File: config.mk
export PLATFORM = sky130hd
export DESIGN_NAME = differential_drive_odometry
export DESIGN_NICKNAME = d
export VERILOG_FILES = /design/src/design/ddo_pkg.sv /design/src/design/ddo_mul.sv /design/src/design/differential_drive_odometry.sv
export SDC_FILE = /design/constraint.sdc
export NUM_CORES = 2
export LEC_CHECK = 0
export BUFFER_PORTS_ARGS = -buffer_cell sky130_fd_sc_hd__buf_2
export CAP_MARGIN = 0
export CORE_MARGIN = 1.5
export CORE_UTILIZATION = 28
export DETAILED_ROUTE_END_ITERATION = 7
export PLACE_DENSITY_LB_ADDON = 0.08
export SLEW_MARGIN = 25
export SYNTH_ARGS = -nofsm -noshare
export SYNTH_HDL_FRONTEND = slang
export SYNTH_SLANG_ARGS = --single-unit
File: constraint.sdc
create_clock -name clk -period 23.7 [get_ports clk]
set_clock_uncertainty 0.1 [all_clocks]
set_input_delay 1.185 -clock clk [delete_from_list [all_inputs] [get_ports clk]]
set_output_delay 1.185 -clock clk [all_outputs]
set_load 0.05 [all_outputs]
File: src/design/ddo_pkg.sv
// Shared types, constants and tables for the odometry block.
package ddo_pkg;
	localparam int CORDIC_STEPS = 16;
	localparam int MUL_W = 34;
	localparam int PROD_W = 2 * MUL_W;
	localparam int Z_W = 28;
	localparam logic [15:0] TWO_PI_Q13 = 16'd51472;
	localparam logic signed [17:0] PI_Q13 = 18'sd25736;
	localparam logic signed [Z_W-1:0] PI_Q24 = 28'sd52707179;
	localparam logic signed [Z_W-1:0] HALF_PI_Q24 = 28'sd26353589;
	localparam logic signed [MUL_W-1:0] GAIN_Q30 = 34'sd652032874;
	// 2^33 mod 2*pi(Q13): correction for the sign weight of the 33-bit mid angle
	localparam logic [15:0] WRAP_K = 16'((64'd1 << 33) % 64'd51472);
	localparam logic [1:0] REG_DPC = 2'd0;
	localparam logic [1:0] REG_IWB = 2'd1;

	typedef struct packed {
		logic signed [31:0] left_count;
		logic signed [31:0] right_count;
		logic signed [15:0] gyro_yaw;
	} in_word_t;

	typedef struct packed {
		logic signed [31:0] pos_x;
		logic signed [31:0] pos_y;
		logic signed [15:0] heading;
		logic signed [31:0] turn_total;
	} out_word_t;

	typedef struct packed {
		logic                    go;
		logic signed [MUL_W-1:0] a;
		logic signed [MUL_W-1:0] b;
	} mul_req_t;

	function automatic logic signed [Z_W-1:0] atan_q24(input logic [4:0] i);
		logic signed [Z_W-1:0] v;
		case (i)
			5'd0: v = 28'sd13176795;
			5'd1: v = 28'sd7778716;
			5'd2: v = 28'sd4110060;
			5'd3: v = 28'sd2086331;
			5'd4: v = 28'sd1047214;
			5'd5: v = 28'sd524117;
			5'd6: v = 28'sd262123;
			5'd7: v = 28'sd131069;
			default: v = (i < 5'd24) ? (28'sd65536 >>> (i - 5'd8)) : 28'sd0;
		endcase
		return v;
	endfunction
endpackage

File: src/design/ddo_mul.sv
// Bit-serial signed multiplier, one multiplier bit per cycle.
module ddo_mul import ddo_pkg::*; (
	input  logic                     clk,
	input  logic                     arst_n,
	input  mul_req_t                 req,
	output logic                     done,
	output logic signed [PROD_W-1:0] prod
);
	logic signed [PROD_W-1:0] acc_q, m_q, addend;
	logic [MUL_W-1:0] b_q;
	logic [5:0] cnt_q;
	logic busy_q, done_q, last;

	assign last = (cnt_q == 6'(MUL_W - 1));
	// sign bit of b carries negative weight
	assign addend = !b_q[0] ? '0 : (last ? -m_q : m_q);

	always_ff @(posedge clk or negedge arst_n) begin
		if (!arst_n) begin
			busy_q <= 1'b0;
			done_q <= 1'b0;
			cnt_q <= '0;
		end else begin
			done_q <= busy_q && last;
			if (req.go) begin
				busy_q <= 1'b1;
				cnt_q <= '0;
			end else if (busy_q) begin
				cnt_q <= cnt_q + 6'd1;
				if (last) busy_q <= 1'b0;
			end
		end
	end

	always_ff @(posedge clk) begin
		if (req.go) begin
			acc_q <= '0;
			m_q <= PROD_W'(req.a);
			b_q <= req.b;
		end else if (busy_q) begin
			acc_q <= acc_q + addend;
			m_q <= m_q <<< 1;
			b_q <= b_q >> 1;
		end
	end

	assign done = done_q;
	assign prod = acc_q;
endmodule

File: src/design/differential_drive_odometry.sv
// Top level of the differential-drive odometry block.
// Usage:
//  - in channel (in_valid/in_ready/in_data): one word per sample with the
//    absolute left/right encoder counts and the gyro yaw.
//  - out channel (out_valid/out_ready/out_data): one word per input word with
//    the updated x/y position, fused heading and unwrapped heading total.
//  - cfg port (cfg_we/cfg_index/cfg_data): distance per count (index 0) and
//    inverse wheel base (index 1); write only while the block is idle.
// Timing: one word at a time; the next word can be accepted at the earliest in
//  the cycle in which out_valid rises. Five products run through one bit-serial
//  multiplier, the mid angle is reduced mod 2*pi and the CORDIC rotates it;
//  then the output register is loaded. A new word is accepted once the previous
//  result sits in the output register, so a stalled receiver holds at most one
//  result there.
// Reset: positions, heading, totals and previous counts clear to zero and the
//  registers return to their defaults; out_valid drops.
// Stall: out_data holds until out_ready; the sequencer waits for the output
//  register to free before it writes the next result.
module differential_drive_odometry import ddo_pkg::*; (
	input  logic        clk,
	input  logic        arst_n,
	input  logic        in_valid,
	output logic        in_ready,
	input  in_word_t    in_data,
	output logic        out_valid,
	input  logic        out_ready,
	output out_word_t   out_data,
	input  logic        cfg_we,
	input  logic [1:0]  cfg_index,
	input  logic [23:0] cfg_data
);
	localparam logic [3:0] ST_IDLE = 4'd0;
	localparam logic [3:0] ST_ML   = 4'd1;
	localparam logic [3:0] ST_MR   = 4'd2;
	localparam logic [3:0] ST_MP   = 4'd3;
	localparam logic [3:0] ST_MOD  = 4'd4;
	localparam logic [3:0] ST_ROT  = 4'd5;
	localparam logic [3:0] ST_MX   = 4'd6;
	localparam logic [3:0] ST_MY   = 4'd7;
	localparam logic [3:0] ST_OUT  = 4'd8;

	logic [3:0] state_q;
	logic [23:0] dpc_q, iwb_q;
	logic signed [31:0] prev_l_q, prev_r_q, x_acc_q, y_acc_q, total_q;
	logic signed [15:0] heading_q, gyro_q;
	logic signed [31:0] dr_q, wl_q, dd_q, dpsi_q, xp_q;
	logic signed [MUL_W-1:0] sin_q;
	// multiplier request
	logic req_go_q, mul_go;
	logic signed [MUL_W-1:0] req_a_q, req_b_q;
	mul_req_t mul_req;
	logic mul_done;
	logic signed [PROD_W-1:0] prod;
	// mod reduction
	logic [32:0] msh_q;
	logic msign_q;
	logic [15:0] rem_q;
	logic [5:0] mcnt_q;
	// CORDIC
	logic signed [MUL_W-1:0] cx_q, cy_q;
	logic signed [Z_W-1:0] cz_q;
	logic flip_q;
	logic [4:0] it_q;
	out_word_t out_q;
	logic out_valid_q;

	assign mul_req = '{go: req_go_q, a: req_a_q, b: req_b_q};

	ddo_mul u_mul (.clk(clk), .arst_n(arst_n), .req(mul_req), .done(mul_done), .prod(prod));

	logic in_acc;
	assign in_acc = in_valid && in_ready;
	assign in_ready = (state_q == ST_IDLE);

	// wheel travel differences
	logic signed [31:0] dl_in, dr_in, wr_new;
	logic signed [32:0] wdiff, wsum;
	assign dl_in = prev_l_q - in_data.left_count;
	assign dr_in = in_data.right_count - prev_r_q;
	assign wr_new = prod[39:8];
	assign wdiff = 33'(wr_new) - 33'(wl_q);
	assign wsum = 33'(wr_new) + 33'(wl_q);

	// mid angle h + dpsi/2, 33 bits
	logic signed [31:0] dpsi_new;
	logic signed [32:0] mid;
	assign dpsi_new = prod[50:19];
	assign mid = 33'(heading_q) + 33'(dpsi_new >>> 1);

	// one restoring step of the reduction
	logic [16:0] rstep;
	logic [15:0] rnext;
	assign rstep = {rem_q, msh_q[32]};
	assign rnext = (rstep >= 17'(TWO_PI_Q13)) ? 16'(rstep - 17'(TWO_PI_Q13)) : rstep[15:0];

	// sign correction, wrap into (-pi, pi], fold into [-pi/2, pi/2]
	logic signed [17:0] r1, r2, r3;
	logic signed [Z_W-1:0] z0, zf;
	logic fl;
	always_comb begin
		r1 = $signed({2'b00, rnext}) - (msign_q ? $signed({2'b00, WRAP_K}) : 18'sd0);
		r2 = (r1 < 0) ? r1 + $signed({2'b00, TWO_PI_Q13}) : r1;
		r3 = (r2 > PI_Q13) ? r2 - $signed({2'b00, TWO_PI_Q13}) : r2;
		z0 = Z_W'(r3) <<< 11;
		fl = 1'b0;
		zf = z0;
		if (z0 > HALF_PI_Q24) begin
			zf = z0 - PI_Q24;
			fl = 1'b1;
		end else if (z0 < -HALF_PI_Q24) begin
			zf = z0 + PI_Q24;
			fl = 1'b1;
		end
	end

	// CORDIC iteration
	logic signed [MUL_W-1:0] xs, ys, cx_n, cy_n, cos_v, sin_v;
	logic signed [Z_W-1:0] cz_n;
	always_comb begin
		xs = cx_q >>> it_q;
		ys = cy_q >>> it_q;
		if (!cz_q[Z_W-1]) begin
			cx_n = cx_q - ys;
			cy_n = cy_q + xs;
			cz_n = cz_q - atan_q24(it_q);
		end else begin
			cx_n = cx_q + ys;
			cy_n = cy_q - xs;
			cz_n = cz_q + atan_q24(it_q);
		end
		cos_v = flip_q ? -cx_n : cx_n;
		sin_v = flip_q ? -cy_n : cy_n;
	end

	// fused heading
	logic signed [33:0] hsum;
	logic signed [33:0] hs0, hs1, hs2;
	always_comb begin
		hsum = 34'(gyro_q) + 34'(heading_q) + 34'(dpsi_q);
		hs0 = hsum >>> 1;
		hs1 = (hs0 >= 34'(PI_Q13)) ? hs0 - 34'(TWO_PI_Q13) : hs0;
		hs2 = (hs1 <= -34'(PI_Q13)) ? hs1 + 34'(TWO_PI_Q13) : hs1;
	end

	logic out_free;
	assign out_free = !out_valid_q || out_ready;

	// multiplier start: one pulse per product
	always_comb begin
		case (state_q)
			ST_IDLE: mul_go = in_acc;
			ST_ML, ST_MR, ST_MX: mul_go = mul_done;
			ST_ROT: mul_go = (it_q == 5'(CORDIC_STEPS - 1));
			default: mul_go = 1'b0;
		endcase
	end

	// configuration
	always_ff @(posedge clk or negedge arst_n) begin
		if (!arst_n) begin
			dpc_q <= 24'd1024;
			iwb_q <= 24'd327680;
		end else if (cfg_we) begin
			case (cfg_index)
				REG_DPC: dpc_q <= cfg_data;
				REG_IWB: iwb_q <= cfg_data;
				default: ;
			endcase
		end
	end

	// sequencer and architectural state
	always_ff @(posedge clk or negedge arst_n) begin
		if (!arst_n) begin
			state_q <= ST_IDLE;
			req_go_q <= 1'b0;
			out_valid_q <= 1'b0;
			prev_l_q <= '0;
			prev_r_q <= '0;
			x_acc_q <= '0;
			y_acc_q <= '0;
			heading_q <= '0;
			total_q <= '0;
		end else begin
			req_go_q <= mul_go;
			if (state_q == ST_OUT && out_free) out_valid_q <= 1'b1;
			else if (out_ready) out_valid_q <= 1'b0;
			case (state_q)
				ST_IDLE: if (in_acc) begin
					prev_l_q <= in_data.left_count;
					prev_r_q <= in_data.right_count;
					state_q <= ST_ML;
				end
				ST_ML: if (mul_done) state_q <= ST_MR;
				ST_MR: if (mul_done) state_q <= ST_MP;
				ST_MP: if (mul_done) state_q <= ST_MOD;
				ST_MOD: if (mcnt_q == 6'd32) state_q <= ST_ROT;
				ST_ROT: if (it_q == 5'(CORDIC_STEPS - 1)) state_q <= ST_MX;
				ST_MX: if (mul_done) state_q <= ST_MY;
				ST_MY: if (mul_done) state_q <= ST_OUT;
				ST_OUT: if (out_free) begin
					x_acc_q <= x_acc_q + xp_q;
					y_acc_q <= y_acc_q + prod[61:30];
					heading_q <= hs2[15:0];
					total_q <= total_q + dpsi_q;
					state_q <= ST_IDLE;
				end
				default: state_q <= ST_IDLE;
			endcase
		end
	end

	// datapath registers
	always_ff @(posedge clk) begin
		case (state_q)
			ST_IDLE: if (in_acc) begin
				gyro_q <= in_data.gyro_yaw;
				dr_q <= dr_in;
				req_a_q <= MUL_W'(dl_in);
				req_b_q <= MUL_W'({1'b0, dpc_q});
			end
			ST_ML: if (mul_done) begin
				wl_q <= prod[39:8];
				req_a_q <= MUL_W'(dr_q);
				req_b_q <= MUL_W'({1'b0, dpc_q});
			end
			ST_MR: if (mul_done) begin
				dd_q <= wsum[32:1];
				req_a_q <= MUL_W'(wdiff);
				req_b_q <= MUL_W'({1'b0, iwb_q});
			end
			ST_MP: if (mul_done) begin
				dpsi_q <= dpsi_new;
				msh_q <= mid;
				msign_q <= mid[32];
				rem_q <= '0;
				mcnt_q <= '0;
			end
			ST_MOD: begin
				rem_q <= rnext;
				msh_q <= msh_q << 1;
				mcnt_q <= mcnt_q + 6'd1;
				if (mcnt_q == 6'd32) begin
					cz_q <= zf;
					flip_q <= fl;
					cx_q <= GAIN_Q30;
					cy_q <= '0;
					it_q <= '0;
				end
			end
			ST_ROT: begin
				cx_q <= cx_n;
				cy_q <= cy_n;
				cz_q <= cz_n;
				it_q <= it_q + 5'd1;
				if (it_q == 5'(CORDIC_STEPS - 1)) begin
					sin_q <= sin_v;
					req_a_q <= MUL_W'(dd_q);
					req_b_q <= cos_v;
				end
			end
			ST_MX: if (mul_done) begin
				xp_q <= prod[61:30];
				req_b_q <= sin_q;
			end
			ST_OUT: if (out_free) begin
				out_q.pos_x <= x_acc_q + xp_q;
				out_q.pos_y <= y_acc_q + prod[61:30];
				out_q.heading <= hs2[15:0];
				out_q.turn_total <= total_q + dpsi_q;
			end
			default: ;
		endcase
	end

	assign out_valid = out_valid_q;
	assign out_data = out_q;
endmodule

[Word-level counts from Yosys, hierarchy flattened]
Index checks and enable logic that the tools add are counted.
Word-level totals
  logic and storage cells: 207
  output and inout bits: 114
  ROM bits: 0
  bits in registers: 956
  memories: 0
  input port bits: 111
  memory bits (writable): 0
  latch bits: 0
Cells by class
  reduce and logical (&&, ||, !) cells: 30
  multipliers: 0
  muxes and demuxes: 67
  bitwise logic cells: 0
  equality and inequality tests: 28
  magnitude comparators: 8
  add/subtract/negate cells: 32
  divide/modulo/power cells: 0
  shift-type cells: 3
Operators with widths (count)
  two-way mux 34 bit: 18
  two-way mux 68 bit: 4
  case mux 28 bit (8 select lines): 1
  two-way mux 28 bit: 7
  case mux 34 bit (5 select lines): 1
  case mux 34 bit (2 select lines): 2
  case mux 34 bit (4 select lines): 1
  adder 32 bit: 3
  adder 34 bit: 2
  adder 68 bit: 1
  negator 34 bit: 2
  negator 68 bit: 1
  >>> shifter 34 x 5 -> 34 bit: 2
  subtractor 34 bit: 2
  case mux 33 bit (2 select lines): 1
  subtractor 32 bit: 2
  case mux 28 bit (2 select lines): 1
  two-way mux 16 bit: 3
  two-way mux 4 bit: 9
  case mux 4 bit (9 select lines): 1
  less-or-equal comparator 34 x 16 -> 1 bit, second input constant: 1
  adder 17 x 32 -> 33 bit: 1
  adder 32 x 32 -> 33 bit: 1
  two-way mux 33 bit: 1
  60 further kinds: 100

[Depth between registers and ports, before layout]
  word-level depth: 12
  gate-level depth with buffers: 34
  gate-level depth less buffers: 32

[Cells and area by module]
Synthesis repeated with hierarchy kept, for this count alone.
Second synthesis, totals
  cell total of the unflattened synthesis: 7349
  area, all modules: 68963.6 µm²
Modules (own cells, without submodules)
  differential_drive_odometry: seq. area each 22185.0 µm², area an instance 56130.1 µm², instances 1, cells an instance 5915
  ddo_mul: seq. area each 4624.4 µm², area an instance 12833.6 µm², instances 1, cells an instance 1434

[Worst setup path before layout]
Ideal clock, no wire load.
  kind: register to register
  start: register it_q[2]
  end: register req_a_q[0] (enable)
  data required time: 22.998 ns
  setup slack: 15.148 ns
  arrival: 7.850 ns
  stages on the path, launching flop included: 11
  path through: edfxtp_1 clkbuf_1 clkbuf_1 clkbuf_1 buf_1 clkbuf_1 buf_1 and3_1 ha_1 o22ai_1 a2111oi_0
Between the ends
  cells in the longest elaborated chain, start to end: 3
Ends and longest elaborated chain
  from (decl): RTL line differential_drive_odometry.sv:63  | logic [4:0] it_q;
  from (signal assigned): RTL line differential_drive_odometry.sv:255  | it_q <= it_q + 5'd1;
  equality test 5 x 4 -> 1 bit: RTL line differential_drive_odometry.sv:256  | if (it_q == 5'(CORDIC_STEPS - 1)) begin
  inequality test 2 bit (no line)
  AND reduction 5 bit (no line)
  to (signal assigned): RTL line differential_drive_odometry.sv:224  | req_a_q <= MUL_W'(dr_q);
  to (signal assigned): RTL line differential_drive_odometry.sv:229  | req_a_q <= MUL_W'(wdiff);
  to (signal assigned): RTL line differential_drive_odometry.sv:258  | req_a_q <= MUL_W'(dd_q);
  to (decl): RTL line differential_drive_odometry.sv:50  | logic signed [MUL_W-1:0] req_a_q, req_b_q;
No other way between the ends.
A chain may end at the register's enable or synchronous reset.

[Worst setup path in the final report]
  start: register it_q[1]
  end: register sin_q[33] (data pin)
Between the ends
  cells in the longest elaborated chain, start to end: 5
Ends and longest elaborated chain
  >>> shifter 34 x 5 -> 34 bit (*): RTL line differential_drive_odometry.sv:120  | xs = cx_q >>> it_q;
  adder 34 bit / subtractor 34 bit (equally long branches): RTL line differential_drive_odometry.sv:124, differential_drive_odometry.sv:128
  two-way mux 34 bit (*): RTL line differential_drive_odometry.sv:122  | if (!cz_q[Z_W-1]) begin
  negator 34 bit: RTL line differential_drive_odometry.sv:132  | sin_v = flip_q ? -cy_n : cy_n;
  two-way mux 34 bit (*): RTL line differential_drive_odometry.sv:132
  named net sin_v[33]: RTL line differential_drive_odometry.sv:117  | logic signed [MUL_W-1:0] xs, ys, cx_n, cy_n, cos_v, sin_v;
  to (signal assigned): RTL line differential_drive_odometry.sv:257  | sin_q <= sin_v;
  to (decl): RTL line differential_drive_odometry.sv:47  | logic signed [MUL_W-1:0] sin_q;
Mark *: on every way through the listed nets, which the timed path passes. The rest lies on a longest branch.

==> flow_metrics.tcl <==
set metrics [dict create \
    drive_gt1_frac 0.1106 \
    hpwl_mm 159.0 \
    placed_cells 10310 \
    synth_edf_count 643 \
    antenna_left 0 \
    cts_tree "done" \
    dieArea_um2 242800 \
    die_w_um 492.8 \
    syn_to_final_growth_pct 13.53 \
    drc 0 \
    outcome "completed" \
    dieHeight_um 492.8 \
    cts.clk_slew.worst_paths_ps 60 \
    cts_hold_buf 0 \
    insertion_delay_ps 780 \
    numClockSinks 943 \
    cp_common_cell "o21ai_0" \
    met3_wirelength_mm 6.867 \
    ys_types 114 \
    period_needed_ps 9332 \
    met2RoutedLength_mm 94.04 \
    core_area_um2 238100 \
    postSynthCellCount 7101 \
    cts_root_buffer "clkbuf_16" \
    synth_common_cells "nand2_1, edfxtp_1, nor2_1" \
    syn-num-nets 7727 \
    grt_pass1_wl_mm 324.9 \
    netlist.area_leader.share 0.2875 \
    synthesis.area_um2 67160 \
    yosysWarnings 0 \
    worst_pin_slew_ps 1198 \
    synth_simple_gate_area_frac 0.1618 \
    port_buffers 224 \
    crit_path_end_kind "flip-flop" \
    cp-start-kind "flip-flop" \
    synth_most_common_cell "nand2_1" \
    via_per_inst 4.970 \
    grt_overflow 0 \
    slowest_stage "edfxtp_1" \
    synth-compound-area-share 0.1677 \
    grt_max_degree 128 \
    maxSlewHeadroom 0.1930 \
    fin_crit_sh 0.3937 \
    antenna_found_initial 14 \
    vias 52410 \
    yosys.area.top_type "edfxtp_1" \
    stdcell_count 10550 \
    nets 7895 \
    gp_congestion 0.8428 \
    crit_required_ps 24130 \
    fin_setup_tns_ps 0 \
    routed_wl_mm 212.6 \
    drt_first_iter_violations 3363 \
    groute.usage.overall 0.1716 \
    arrival_ps 9760 \
    cp_max_fo 59 \
    hold_violations 0 \
    critical_path_class "flip-flop to flip-flop" \
    postSynthAreaPerCell_um2 9.458 \
    yosys-top-cells-area "edfxtp_1, dfrtp_1, ha_1" \
    ys.flop_type "edfxtp_1" \
    synthAdderAreaFrac 0.1010 \
    synth_mux_area_frac 0.05725 \
    synth_top_family_by_area "compound AO/OA/AOI/OAI gates" \
    synth-seq-area-share 0.3947 \
    core.rowCount 179 \
    async_flop_share 0.2524 \
    cts_buffer_depth 3 \
    met1Wirelength_mm 108.4 \
    setup_viol 0 \
    start_util 0.2821 \
    drt_pre_antenna_iters 6 \
    avgRoutedWirePerCell_um 20.16 \
    slew_viol_final 0 \
    rsz0062_at_grt "no" \
    ios 225 \
    max_freq_mhz 107.2 \
    cts-buffers-inserted 121 \
    synth.ff_latch_count 943 \
    post-cts-setup-buffers 0 \
    htreeDepth 3 \
    cp_slowest_stage_delay_ps 990 \
    holdCritPathClass "primary input to asynchronous set/reset pin" \
    hold_slack_ps 268.4 \
    highest_layer "met5" \
    drv_cap 0 \
    grt_pass1_vias 51360 \
    cts.repair.resized 0 \
    synthXorXnorAreaFrac 0.08248 \
]
## cell families after synthesis
kind of cell | after synthesis
fa+ha+maj | 515
compound gates | 1742
xor+xnor | 627
simple gates | 2344
buf+inv | 616
flops | 943
mux | 314
## cell type report
type,instances,area [µm²]
antenna,2,5.005
clock buffer,168,3440
clock inverter,63,768.2
fill,24580,161800
inverter,356,1349
multi-input combinational,5542,38380
sequential,943,26520
tap,3167,3963
timing repair buffer,305,1821
## final timing paths
| kind | from | to | slack, ps | depth (start not counted) |
|---|---|---|---|---|
| setup / recovery | it_q[1]$_SDFFCE_PN0P_ | sin_q[33]$_DFFE_PP_ | 14370 | 29 |
| hold / removal | arst_n | total_q[29]$_DFFE_PN0P_ | 270 | 1 |
| setup reg to reg | it_q[1]$_SDFFCE_PN0P_ | sin_q[33]$_DFFE_PP_ | 14370 | 29 |
| hold reg to reg | u_mul.prod[4]$_SDFFE_PP0P_ | u_mul.prod[4]$_SDFFE_PP0P_ | 370 | 2 |
| max in group asynchronous | arst_n | dpc_q[10]$_DFFE_PN1P_ | 20420 | 5 |
| min in group clk | u_mul.prod[4]$_SDFFE_PP0P_ | u_mul.prod[4]$_SDFFE_PP0P_ | 370 | 2 |
## per-layer routing
layer	track usage	vias to the layer above
li1	-	26060
met5	0	-
met4	0.03043	2
met1	0.2532	25300
met3	0.02043	182
met2	0.2695	874
## state kept, by name, summed over array words and instances, names as in the netlist, 34 cells and up
name	flops
cx_q	34
req_b_q	34
cy_q	34
u_mul.prod	62
out_data	112
u_mul.b_q	34
sin_q	34
u_mul.m_q	62
## cells in the final DEF (no fill, tap or decap), types with 129 or more instances in the layout
cell type and n:
mux2_2 141, nand3_1 129, mux2i_1 131, xnor2_1 419, o21ai_0 473, nor3_1 133, nor2_1 593, buf_2 223
nand2_1 873, dfrtp_1 231, inv_1 349, edfxtp_1 643, a21oi_1 422, and2_1 137, ha_1 470, xor2_1 204
## per-stage QoR
stage	area (µm²)	setup slack, ps	utilization
after floorplan	67160	15150	-
after global placement	71920	14550	0.3021
after detailed placement	71920	14470	0.3021
after CTS	76130	14420	0.3198
after global routing	76240	13640	0.3203
final	76250	14370	0.3203
## worst max-delay path: cells and delay by family, from the launching register on
kind | cells | cell delay [ps]
xor+xnor | 2 | 210
buf+inv | 2 | 900
flops | 1 | 990
fa+ha+maj | 2 | 460
compound gates | 16 | 4640
simple gates | 5 | 1260
mux | 2 | 470
Power is left out: the tool's default activity adds up to more than one toggle a clock period on the data nets, which glitch-free logic cannot reach.
